==> src/hdl/y4m_pkg.sv <==
`default_nettype none

package y4m_pkg;

    // Field widths
    localparam int BYTE_W  = 8;
    localparam int DIM_W   = 16;
    localparam int ACC_W   = 32;
    localparam int RATE_W  = 16;
    localparam int DIGIT_W = 4;

    // The divider works on numerator + denominator - 1, which needs one extra bit.
    localparam int DIV_W     = ACC_W + 1;
    localparam int DIV_CNT_W = $clog2(DIV_W + 1);

    // Header characters
    localparam logic [BYTE_W-1:0] CH_SPACE   = 8'h20;
    localparam logic [BYTE_W-1:0] CH_NEWLINE = 8'h0a;
    localparam logic [BYTE_W-1:0] CH_W       = 8'h57;
    localparam logic [BYTE_W-1:0] CH_H       = 8'h48;
    localparam logic [BYTE_W-1:0] CH_F       = 8'h46;
    localparam logic [BYTE_W-1:0] CH_POINT   = 8'h2e;
    localparam logic [BYTE_W-1:0] CH_COLON   = 8'h3a;
    localparam logic [BYTE_W-1:0] CH_ZERO    = 8'h30;
    localparam logic [BYTE_W-1:0] CH_NINE    = 8'h39;

    localparam logic [BYTE_W-1:0] DEFAULT_RATE_RST = 8'd30;

    // Handshake between the sequencer and the divider.
    typedef struct packed {
        logic busy;
        logic done;
    } t_div_status;

endpackage

`default_nettype wire

==> src/hdl/y4m_mac.sv <==
`default_nettype none

// Shared multiply-by-ten-and-add unit with saturation at 16 or 32 bits.
module y4m_mac (
    input  wire logic [y4m_pkg::ACC_W-1:0]   i_acc,
    input  wire logic [y4m_pkg::DIGIT_W-1:0] i_digit,
    input  wire logic                        i_wide,
    output logic      [y4m_pkg::ACC_W-1:0]   o_result
);
    import y4m_pkg::*;

    localparam int SUM_W = ACC_W + 4;

    logic [SUM_W-1:0] w_sum;
    logic             w_over;

    // acc * 10 is acc * 8 + acc * 2.
    assign w_sum = {1'b0, i_acc, 3'b000} + {3'b000, i_acc, 1'b0}
                 + {{(SUM_W-DIGIT_W){1'b0}}, i_digit};

    // Anything above the active field maximum clamps to it.
    always_comb begin
        if (i_wide) begin
            w_over = |w_sum[SUM_W-1:ACC_W];
        end else begin
            w_over = |w_sum[SUM_W-1:DIM_W];
        end
    end

    always_comb begin
        if (!w_over) begin
            o_result = w_sum[ACC_W-1:0];
        end else if (i_wide) begin
            o_result = {ACC_W{1'b1}};
        end else begin
            o_result = {{(ACC_W-DIM_W){1'b0}}, {DIM_W{1'b1}}};
        end
    end

endmodule

`default_nettype wire

==> src/hdl/y4m_div.sv <==
`default_nettype none

// Restoring divider, one quotient bit per cycle, giving ceil(num / den).
module y4m_div (
    input  wire logic                      i_clk,
    input  wire logic                      i_rst_n,
    input  wire logic                      i_start,
    input  wire logic [y4m_pkg::ACC_W-1:0] i_num,
    input  wire logic [y4m_pkg::ACC_W-1:0] i_den,
    output y4m_pkg::t_div_status           o_status,
    output logic      [y4m_pkg::DIV_W-1:0] o_quotient
);
    import y4m_pkg::*;

    logic [DIV_CNT_W-1:0] r_cnt;
    logic                 r_done;
    logic [ACC_W-1:0]     r_rem;
    logic [DIV_W-1:0]     r_quo;
    logic [ACC_W-1:0]     r_den;

    logic [DIV_W-1:0] w_dividend;
    logic [DIV_W-1:0] w_shift;
    logic [DIV_W:0]   w_diff;
    logic             w_ge;

    // Rounding up is done by dividing num + den - 1.
    assign w_dividend = {1'b0, i_num} + {1'b0, i_den} - {{(DIV_W-1){1'b0}}, 1'b1};

    assign w_shift = {r_rem, r_quo[DIV_W-1]};
    assign w_diff  = {1'b0, w_shift} - {2'b00, r_den};
    assign w_ge    = !w_diff[DIV_W];

    // Iteration counter and completion pulse.
    always_ff @(posedge i_clk) begin
        if (!i_rst_n) begin
            r_cnt  <= '0;
            r_done <= 1'b0;
        end else begin
            r_done <= (r_cnt == DIV_CNT_W'(1));
            if (i_start) begin
                r_cnt <= DIV_CNT_W'(DIV_W);
            end else if (r_cnt != '0) begin
                r_cnt <= r_cnt - DIV_CNT_W'(1);
            end
        end
    end

    // Remainder and quotient shift registers.
    always_ff @(posedge i_clk) begin
        if (i_start) begin
            r_rem <= '0;
            r_quo <= w_dividend;
            r_den <= i_den;
        end else if (r_cnt != '0) begin
            r_rem <= w_ge ? w_diff[ACC_W-1:0] : w_shift[ACC_W-1:0];
            r_quo <= {r_quo[DIV_W-2:0], w_ge};
        end
    end

    assign o_status.busy = (r_cnt != '0);
    assign o_status.done = r_done;
    assign o_quotient    = r_quo;

endmodule

`default_nettype wire

==> src/hdl/y4m_header_parser.sv <==
// A space or non-digit byte is handled in the idle state; a digit passes once through the
// multiply-add state, and a fraction digit passes through it twice, for the numerator and then
// the denominator. A newline goes through the prepare and emit states to the output register;
// with a rate token the 33-step divider runs between them. The input takes one byte at a time
// and is held off until the parser is idle again. Reset (synchronous, active low) clears the
// parser and output valid and restores the default frame rate register to 30.
`default_nettype none

module y4m_header_parser (
    input  wire logic                         i_clk,
    input  wire logic                         i_rst_n,
    // Configuration
    input  wire logic                         i_cfg_wr_en,
    input  wire logic [y4m_pkg::BYTE_W-1:0]   i_cfg_wr_data,
    // Header byte input
    input  wire logic                         i_in_valid,
    output logic                              o_in_stall,
    input  wire logic [y4m_pkg::BYTE_W-1:0]   i_header_byte,
    // Result output
    output logic                              o_out_valid,
    input  wire logic                         i_out_stall,
    output logic      [y4m_pkg::DIM_W-1:0]    o_frame_width,
    output logic      [y4m_pkg::DIM_W-1:0]    o_frame_height,
    output logic      [y4m_pkg::ACC_W-1:0]    o_rate_numerator,
    output logic      [y4m_pkg::ACC_W-1:0]    o_rate_denominator,
    output logic      [y4m_pkg::RATE_W-1:0]   o_frame_rate,
    output logic                              o_format_error,
    output logic                              o_zero_denominator
);
    import y4m_pkg::*;

    // Sequencer states
    localparam logic [2:0] S_IDLE = 3'd0;
    localparam logic [2:0] S_MAC  = 3'd1;
    localparam logic [2:0] S_PREP = 3'd2;
    localparam logic [2:0] S_DIV  = 3'd3;
    localparam logic [2:0] S_EMIT = 3'd4;

    // Parse phases
    localparam logic [2:0] PH_SKIP_FIRST = 3'd0;
    localparam logic [2:0] PH_EXPECT_ID  = 3'd1;
    localparam logic [2:0] PH_WIDTH      = 3'd2;
    localparam logic [2:0] PH_HEIGHT     = 3'd3;
    localparam logic [2:0] PH_RATE_INT   = 3'd4;
    localparam logic [2:0] PH_RATE_FRAC  = 3'd5;
    localparam logic [2:0] PH_RATE_DEN   = 3'd6;
    localparam logic [2:0] PH_SKIP_TOKEN = 3'd7;

    // Accumulator selected for the multiply-add unit
    localparam logic [1:0] OP_WIDTH  = 2'd0;
    localparam logic [1:0] OP_HEIGHT = 2'd1;
    localparam logic [1:0] OP_NUMER  = 2'd2;
    localparam logic [1:0] OP_DENOM  = 2'd3;

    logic [2:0]         r_state, n_state;
    logic [2:0]         r_phase, n_phase;
    logic [DIM_W-1:0]   r_width, n_width;
    logic [DIM_W-1:0]   r_height, n_height;
    logic [ACC_W-1:0]   r_numer, n_numer;
    logic [ACC_W-1:0]   r_denom, n_denom;
    logic               r_rate_seen, n_rate_seen;
    logic               r_error, n_error;
    logic [1:0]         r_op, n_op;
    logic [DIGIT_W-1:0] r_digit, n_digit;
    logic               r_frac, n_frac;
    logic [RATE_W-1:0]  r_rate, n_rate;
    logic               r_zden, n_zden;
    logic [BYTE_W-1:0]  r_default;

    logic               w_in_acc;
    logic               w_out_free;
    logic               w_emit;
    logic               w_is_digit;
    logic [DIGIT_W-1:0] w_byte_digit;
    logic [ACC_W-1:0]   w_mac_acc;
    logic               w_mac_wide;
    logic [ACC_W-1:0]   w_mac_res;
    logic               w_div_start;
    t_div_status        w_div_status;
    logic [DIV_W-1:0]   w_quotient;

    assign o_in_stall   = (r_state != S_IDLE);
    assign w_in_acc     = i_in_valid && !o_in_stall;
    assign w_out_free   = !o_out_valid || !i_out_stall;
    assign w_emit       = (r_state == S_EMIT) && w_out_free;
    assign w_is_digit   = (i_header_byte >= CH_ZERO) && (i_header_byte <= CH_NINE);
    assign w_byte_digit = i_header_byte[DIGIT_W-1:0];

    // Shared multiply-add unit, fed from the selected accumulator.
    always_comb begin
        unique case (r_op)
            OP_WIDTH: begin
                w_mac_acc  = {{(ACC_W-DIM_W){1'b0}}, r_width};
                w_mac_wide = 1'b0;
            end
            OP_HEIGHT: begin
                w_mac_acc  = {{(ACC_W-DIM_W){1'b0}}, r_height};
                w_mac_wide = 1'b0;
            end
            OP_NUMER: begin
                w_mac_acc  = r_numer;
                w_mac_wide = 1'b1;
            end
            OP_DENOM: begin
                w_mac_acc  = r_denom;
                w_mac_wide = 1'b1;
            end
            default: begin
                w_mac_acc  = r_numer;
                w_mac_wide = 1'b1;
            end
        endcase
    end

    y4m_mac u_mac (
        .i_acc    (w_mac_acc),
        .i_digit  (r_digit),
        .i_wide   (w_mac_wide),
        .o_result (w_mac_res)
    );

    y4m_div u_div (
        .i_clk      (i_clk),
        .i_rst_n    (i_rst_n),
        .i_start    (w_div_start),
        .i_num      (r_numer),
        .i_den      (r_denom),
        .o_status   (w_div_status),
        .o_quotient (w_quotient)
    );

    // Sequencer and parser next-state logic.
    always_comb begin
        n_state     = r_state;
        n_phase     = r_phase;
        n_width     = r_width;
        n_height    = r_height;
        n_numer     = r_numer;
        n_denom     = r_denom;
        n_rate_seen = r_rate_seen;
        n_error     = r_error;
        n_op        = r_op;
        n_digit     = r_digit;
        n_frac      = r_frac;
        n_rate      = r_rate;
        n_zden      = r_zden;
        w_div_start = 1'b0;

        unique case (r_state)
            S_IDLE: begin
                if (w_in_acc) begin
                    n_digit = w_byte_digit;
                    n_frac  = 1'b0;
                    if (i_header_byte == CH_NEWLINE) begin
                        n_state = S_PREP;
                    end else begin
                        unique case (r_phase)
                            PH_SKIP_FIRST, PH_SKIP_TOKEN: begin
                                if (i_header_byte == CH_SPACE) begin
                                    n_phase = PH_EXPECT_ID;
                                end
                            end
                            PH_EXPECT_ID: begin
                                if (i_header_byte == CH_SPACE) begin
                                    n_phase = PH_EXPECT_ID;
                                end else if (i_header_byte == CH_W) begin
                                    n_width = '0;
                                    n_phase = PH_WIDTH;
                                end else if (i_header_byte == CH_H) begin
                                    n_height = '0;
                                    n_phase  = PH_HEIGHT;
                                end else if (i_header_byte == CH_F) begin
                                    n_numer     = '0;
                                    n_denom     = ACC_W'(1);
                                    n_rate_seen = 1'b1;
                                    n_phase     = PH_RATE_INT;
                                end else begin
                                    n_phase = PH_SKIP_TOKEN;
                                end
                            end
                            PH_WIDTH, PH_HEIGHT: begin
                                if (i_header_byte == CH_SPACE) begin
                                    n_phase = PH_EXPECT_ID;
                                end else if (!w_is_digit) begin
                                    n_error = 1'b1;
                                end else begin
                                    n_op    = (r_phase == PH_WIDTH) ? OP_WIDTH : OP_HEIGHT;
                                    n_state = S_MAC;
                                end
                            end
                            PH_RATE_INT: begin
                                if (i_header_byte == CH_SPACE) begin
                                    n_phase = PH_EXPECT_ID;
                                end else if (i_header_byte == CH_POINT) begin
                                    n_phase = PH_RATE_FRAC;
                                end else if (i_header_byte == CH_COLON) begin
                                    n_denom = '0;
                                    n_phase = PH_RATE_DEN;
                                end else if (!w_is_digit) begin
                                    n_error = 1'b1;
                                end else begin
                                    n_op    = OP_NUMER;
                                    n_state = S_MAC;
                                end
                            end
                            PH_RATE_FRAC: begin
                                if (i_header_byte == CH_SPACE) begin
                                    n_phase = PH_EXPECT_ID;
                                end else if (!w_is_digit) begin
                                    n_error = 1'b1;
                                end else begin
                                    n_op    = OP_NUMER;
                                    n_frac  = 1'b1;
                                    n_state = S_MAC;
                                end
                            end
                            PH_RATE_DEN: begin
                                if (i_header_byte == CH_SPACE) begin
                                    n_phase = PH_EXPECT_ID;
                                end else if (!w_is_digit) begin
                                    n_error = 1'b1;
                                end else begin
                                    n_op    = OP_DENOM;
                                    n_state = S_MAC;
                                end
                            end
                            default: begin
                                n_phase = PH_SKIP_TOKEN;
                            end
                        endcase
                    end
                end
            end
            S_MAC: begin
                unique case (r_op)
                    OP_WIDTH:  n_width  = w_mac_res[DIM_W-1:0];
                    OP_HEIGHT: n_height = w_mac_res[DIM_W-1:0];
                    OP_NUMER:  n_numer  = w_mac_res;
                    OP_DENOM:  n_denom  = w_mac_res;
                    default:   n_numer  = w_mac_res;
                endcase
                // A fraction digit also scales the denominator by ten.
                if (r_frac) begin
                    n_op    = OP_DENOM;
                    n_digit = '0;
                    n_frac  = 1'b0;
                end else begin
                    n_state = S_IDLE;
                end
            end
            S_PREP: begin
                n_zden = 1'b0;
                if (!r_rate_seen) begin
                    n_rate  = {{(RATE_W-BYTE_W){1'b0}}, r_default};
                    n_state = S_EMIT;
                end else if (r_denom == '0) begin
                    n_rate  = '0;
                    n_zden  = 1'b1;
                    n_state = S_EMIT;
                end else begin
                    w_div_start = 1'b1;
                    n_state     = S_DIV;
                end
            end
            S_DIV: begin
                if (w_div_status.done) begin
                    if (|w_quotient[DIV_W-1:RATE_W]) begin
                        n_rate = {RATE_W{1'b1}};
                    end else begin
                        n_rate = w_quotient[RATE_W-1:0];
                    end
                    n_state = S_EMIT;
                end
            end
            S_EMIT: begin
                // The header is done: return the parser to its reset state.
                if (w_out_free) begin
                    n_phase     = PH_SKIP_FIRST;
                    n_width     = '0;
                    n_height    = '0;
                    n_numer     = '0;
                    n_denom     = '0;
                    n_rate_seen = 1'b0;
                    n_error     = 1'b0;
                    n_state     = S_IDLE;
                end
            end
            default: begin
                n_state = S_IDLE;
            end
        endcase
    end

    // Control and accumulator registers.
    always_ff @(posedge i_clk) begin
        if (!i_rst_n) begin
            r_state     <= S_IDLE;
            r_phase     <= PH_SKIP_FIRST;
            r_width     <= '0;
            r_height    <= '0;
            r_numer     <= '0;
            r_denom     <= '0;
            r_rate_seen <= 1'b0;
            r_error     <= 1'b0;
            r_frac      <= 1'b0;
            r_zden      <= 1'b0;
        end else begin
            r_state     <= n_state;
            r_phase     <= n_phase;
            r_width     <= n_width;
            r_height    <= n_height;
            r_numer     <= n_numer;
            r_denom     <= n_denom;
            r_rate_seen <= n_rate_seen;
            r_error     <= n_error;
            r_frac      <= n_frac;
            r_zden      <= n_zden;
        end
    end

    always_ff @(posedge i_clk) begin
        r_op    <= n_op;
        r_digit <= n_digit;
        r_rate  <= n_rate;
    end

    // Default frame rate register.
    always_ff @(posedge i_clk) begin
        if (!i_rst_n) begin
            r_default <= DEFAULT_RATE_RST;
        end else if (i_cfg_wr_en) begin
            r_default <= i_cfg_wr_data;
        end
    end

    // Output register; it is loaded only when empty or being drained.
    always_ff @(posedge i_clk) begin
        if (!i_rst_n) begin
            o_out_valid <= 1'b0;
        end else if (w_emit) begin
            o_out_valid <= 1'b1;
        end else if (!i_out_stall) begin
            o_out_valid <= 1'b0;
        end
    end

    always_ff @(posedge i_clk) begin
        if (w_emit) begin
            o_frame_width      <= r_width;
            o_frame_height     <= r_height;
            o_rate_numerator   <= r_rate_seen ? r_numer
                                              : {{(ACC_W-BYTE_W){1'b0}}, r_default};
            o_rate_denominator <= r_rate_seen ? r_denom : ACC_W'(1);
            o_frame_rate       <= r_rate;
            o_format_error     <= r_error;
            o_zero_denominator <= r_zden;
        end
    end

endmodule

`default_nettype wire

==> config.mk <==
export PLATFORM = sky130hd
export DESIGN_NAME = y4m_header_parser
export DESIGN_NICKNAME = d
export VERILOG_FILES = /design/src/hdl/y4m_pkg.sv /design/src/hdl/y4m_mac.sv /design/src/hdl/y4m_div.sv /design/src/hdl/y4m_header_parser.sv
export SDC_FILE = /design/constraint.sdc
export NUM_CORES = 1
export LEC_CHECK = 0
export ABC_AREA = 1
export BUFFER_PORTS_ARGS = -buffer_cell sky130_fd_sc_hd__buf_2
export CORE_MARGIN = 5
export CORE_UTILIZATION = 56
export CTS_CLUSTER_DIAMETER = 120
export DETAILED_ROUTE_END_ITERATION = 16
export GPL_TIMING_DRIVEN = 0
export HOLD_SLACK_MARGIN = 0.1
export PLACE_DENSITY = 0.77
export SLEW_MARGIN = 25
export SYNTH_ARGS = -nofsm -noshare
export SYNTH_HDL_FRONTEND = slang
export SYNTH_SLANG_ARGS = --single-unit
==> constraint.sdc <==
create_clock -name i_clk -period 4.1 [get_ports i_clk]
set_clock_uncertainty 0.05 [all_clocks]
set_input_delay 0 -clock i_clk [delete_from_list [all_inputs] [get_ports i_clk]]
set_output_delay 0 -clock i_clk [all_outputs]
set_load 0.05 [all_outputs]
==> out/metrics.yaml <==
clk_pin_slew_ns: 0.06
root_buffer_cell: "clkbuf_16"
rsz0062_at_grt: "true"
required_ns: 4.53
critical_path.top_delay_family: "simple AND/OR/NAND/NOR gates"
antenna_found_initial: 0
synth_edf_count: 201
via_per_inst: 5.749
tritoncts: "yes"
tns_ns: -23.16
timing.critical_path.buf_inv: 8
worst_setup_margin_ns: -0.3645
design_area_um2: 27080
setup.worst_path.end_class: "flop"
net_sw_power_w: 0.005369
io-pin-count: 137
timing.final.crit_period_ns: 4.465
yosys_most_used_dff: "edfxtp_1"
min-delay-path-class: "in2reg"
worst_hold_slack_ns: 0.2729
post-dp-hpwl_mm: 52.77
floorplan.initialDensity: 0.5643
std_cell_rows: 72
horizontal_die_dimension_um: 207.1
postSynth.asyncResetShare: 0
synthDistinctLibCells: 54
yosys.area.top_type: "edfxtp_1"
finalWeightedCongestion: 0.9702
cts-root-to-sink-buffers: 3
slowest_stage: "edfxtp_1"
drt_first_iter_violations: 1866
post-synth-top-area-fraction: 0.2774
layout_overhead_on_the_synthesized_area_pct: 24.43
synthesis.area_per_instance_um2: 7.711
pwr-share-clk: 0.258
die_height_um: 207.1
postSynthCellCount: 2822
synthMostInstantiatedCell: "nand2_1"
cts_max_level: 2
average_detailed_routed_wire_length_per_instance_um: 19.79
cts_inserted_buffers: 39
clock-sinks: 355
largest_voltage_drop_on_the_vdd_net_mv: 0.3089
crit_path_frequent_cell: "nand2_1"
share_comb_of_total_power: 0.399
critPathArrivalTime_ns: 4.89
path_max_fanout: 7
placeableCoreArea_um2: 38560
synth_seq_cells: 355
largest_net_degree_at_the_start_of_global_routing: 36
remaining_global_route_overflow: 0
outcome: "finished, violations left"
filler_cells_inserted: 3042
final_max_slew_viol_count: 0
drive_gt1_frac: 0.1956
cell_area_after_technology_mapping_um2: 21760
drt.antenna.violating_nets: 0
slew-limit-headroom: 0.2763
routed_wirelength_mm: 72.06
yosys-top-cells-area: "edfxtp_1 28%, dfxtp_1 14%, nand2_1 10%"
setup.worst_path.start_class: "flop"
power_density_nw_per_um2: 503.7
diodes: 0
post_dp_cell_area_um2: 23190
power.sequential.fraction: 0.343
synth_warnings: 0
worst_path_largest_cell_delay_ns: 0.40
global_route.usage.total: 0.3098
detailedRoute.firstPassIterationCount: 6
max_cap_viol: 0
setup.worst_path.class: "reg2reg"
port_buffers: 135
finalCritPeriodShare: 1.089
setup_violations: 96
remaining_routing_drc_violations: 0
worst_slew_pin_slew_ns: 1.086
violated_checks: "setup timing"
grt_first_pass_wirelength_mm: 108.0
max_clock_freq_mhz: 224.0
p_leak_nw: 12.32
synth.yosys.seq_area_share: 0.4191
vias: 20930
postSynthNetCount: 3008
leading_cell_types_by_count_after_synthesis: "602 x nand2_1, 531 x inv_1, 246 x o21ai_0"
worstSkewPairLatency_ns: 0.57
final_nets: 3279
die-area_um2: 42900
timing.final.hold_violations: 0
switching_share: 0.3937
grt_pass1_vias: 20270
cellInternalPower_w: 0.008269
==> worst reg2reg max path, delay by kind of cell (launching register included) <==
kind            cells  cell delay, ns
flops               1            0.40
fa+ha+maj           2            0.52
simple gates       17            1.91
compound gates      2            0.43
buf+inv             8            1.03
==> placed cells by master, fill, tap and decap left out, types with 86 or more instances in the layout <==
master	Yosys	layout
nand3_1	111	86
a21oi_1	224	155
inv_1	531	515
edfxtp_1	201	201
o21ai_0	246	231
nor2_1	188	158
buf_2	5	140
nand2_1	602	522
dfxtp_1	154	154
ha_1	161	129
==> per-layer routing <==
metal	part of all wire	vias up	GRT usage
met5	0	-	0
met4	0.061	0	0.1464
met3	0.077	254	0.05083
met2	0.48	999	0.5273
met1	0.38	9797	0.3863
li1	-	9881	-
==> cell type report <==
class	instances	area (um^2)	share of cell area
flip-flops and latches	355	9119	0.3368
clock inverters	21	193.9	0.007163
plain buffers	81	476.7	0.01761
well taps	518	648.1	0.02394
repair buffers	230	1614	0.05961
multi-input cells	1847	11910	0.4397
clock buffers	50	1069	0.03946
inverters	539	2049	0.07569
==> final timing paths <==
| kind | from | end | slack (ns) | depth (start not counted) |
|---|---|---|---|---|
| setup / recovery | r_op[0]$_SDFFCE_PP1P_ | r_denom[21]$_SDFFE_PN0P_ | -0.36 | 29 |
| hold reg to reg | r_rate[14]$_SDFFCE_PN0P_ | o_frame_rate[14]$_DFFE_PP_ | 0.37 | 0 |
| setup reg to reg | r_op[0]$_SDFFCE_PP1P_ | r_denom[21]$_SDFFE_PN0P_ | -0.36 | 29 |
| hold / removal | i_header_byte[0] | r_digit[0]$_SDFFCE_PP0P_ | 0.27 | 4 |
==> power groups by stage <==
stage | combinational [W] | clock (W) | sequential, W
after floorplan | 0.00367 | 0 | 0.00457
after global placement | 0.00479 | 0 | 0.00471
after detailed placement | 0.00487 | 0 | 0.00473
after CTS | 0.00516 | 0.00353 | 0.00465
after global routing | 0.00605 | 0.00368 | 0.00471
final | 0.00544 | 0.00351 | 0.00468
==> what timing repair did <==
action,in CTS,in global routing
hold buffers,41,0
gates resized for setup,203,233
endpoints found under the hold margin,55,0
cloned,3,2
setup endpoints to repair,96,96
setup buffers,29,13
pin swaps,41,80
==> metrics by stage <==
| step | total power, W | util | setup slack [ns] | instances |
|---|---|---|---|---|
| after floorplan | 0.008237 | - | 0.1675 | 2822 |
| after global placement | 0.009505 | 0.5988 | -1.183 | 3475 |
| after detailed placement | 0.009595 | 0.6015 | -1.299 | 3482 |
| after CTS | 0.01334 | 0.6739 | -0.09364 | 3626 |
| after global routing | 0.01443 | 0.7022 | -0.4720 | 3641 |
| final | 0.01364 | 0.7022 | -0.3645 | 3641 |
==> registers in the layout, indices dropped and copies added (netlist names), 6 cells and up <==
| name | flops |
|---|---|
| u_div.o_quotient | 33 |
| o_frame_height | 16 |
| u_div.r_rem | 32 |
| r_rate | 16 |
| o_frame_rate | 16 |
| r_height | 16 |
| r_numer | 32 |
| r_width | 16 |
| o_frame_width | 16 |
| u_div.r_den | 32 |
| r_default | 8 |
| r_denom | 32 |
| o_rate_denominator | 32 |
| u_div.r_cnt | 6 |
| o_rate_numerator | 32 |
==> cell families after synthesis <==
group | count (synthesis) | synth area share
adder cells (fa/ha/maj) | 165 | 0.09626
XOR/XNOR | 51 | 0.02053
buffers and inverters | 620 | 0.1078
flip-flops | 355 | 0.4191
AO/OA/AOI/OAI | 629 | 0.1653
AND/OR/NAND/NOR | 1002 | 0.1911
Note: power is estimated with default switching activity, not from simulation.
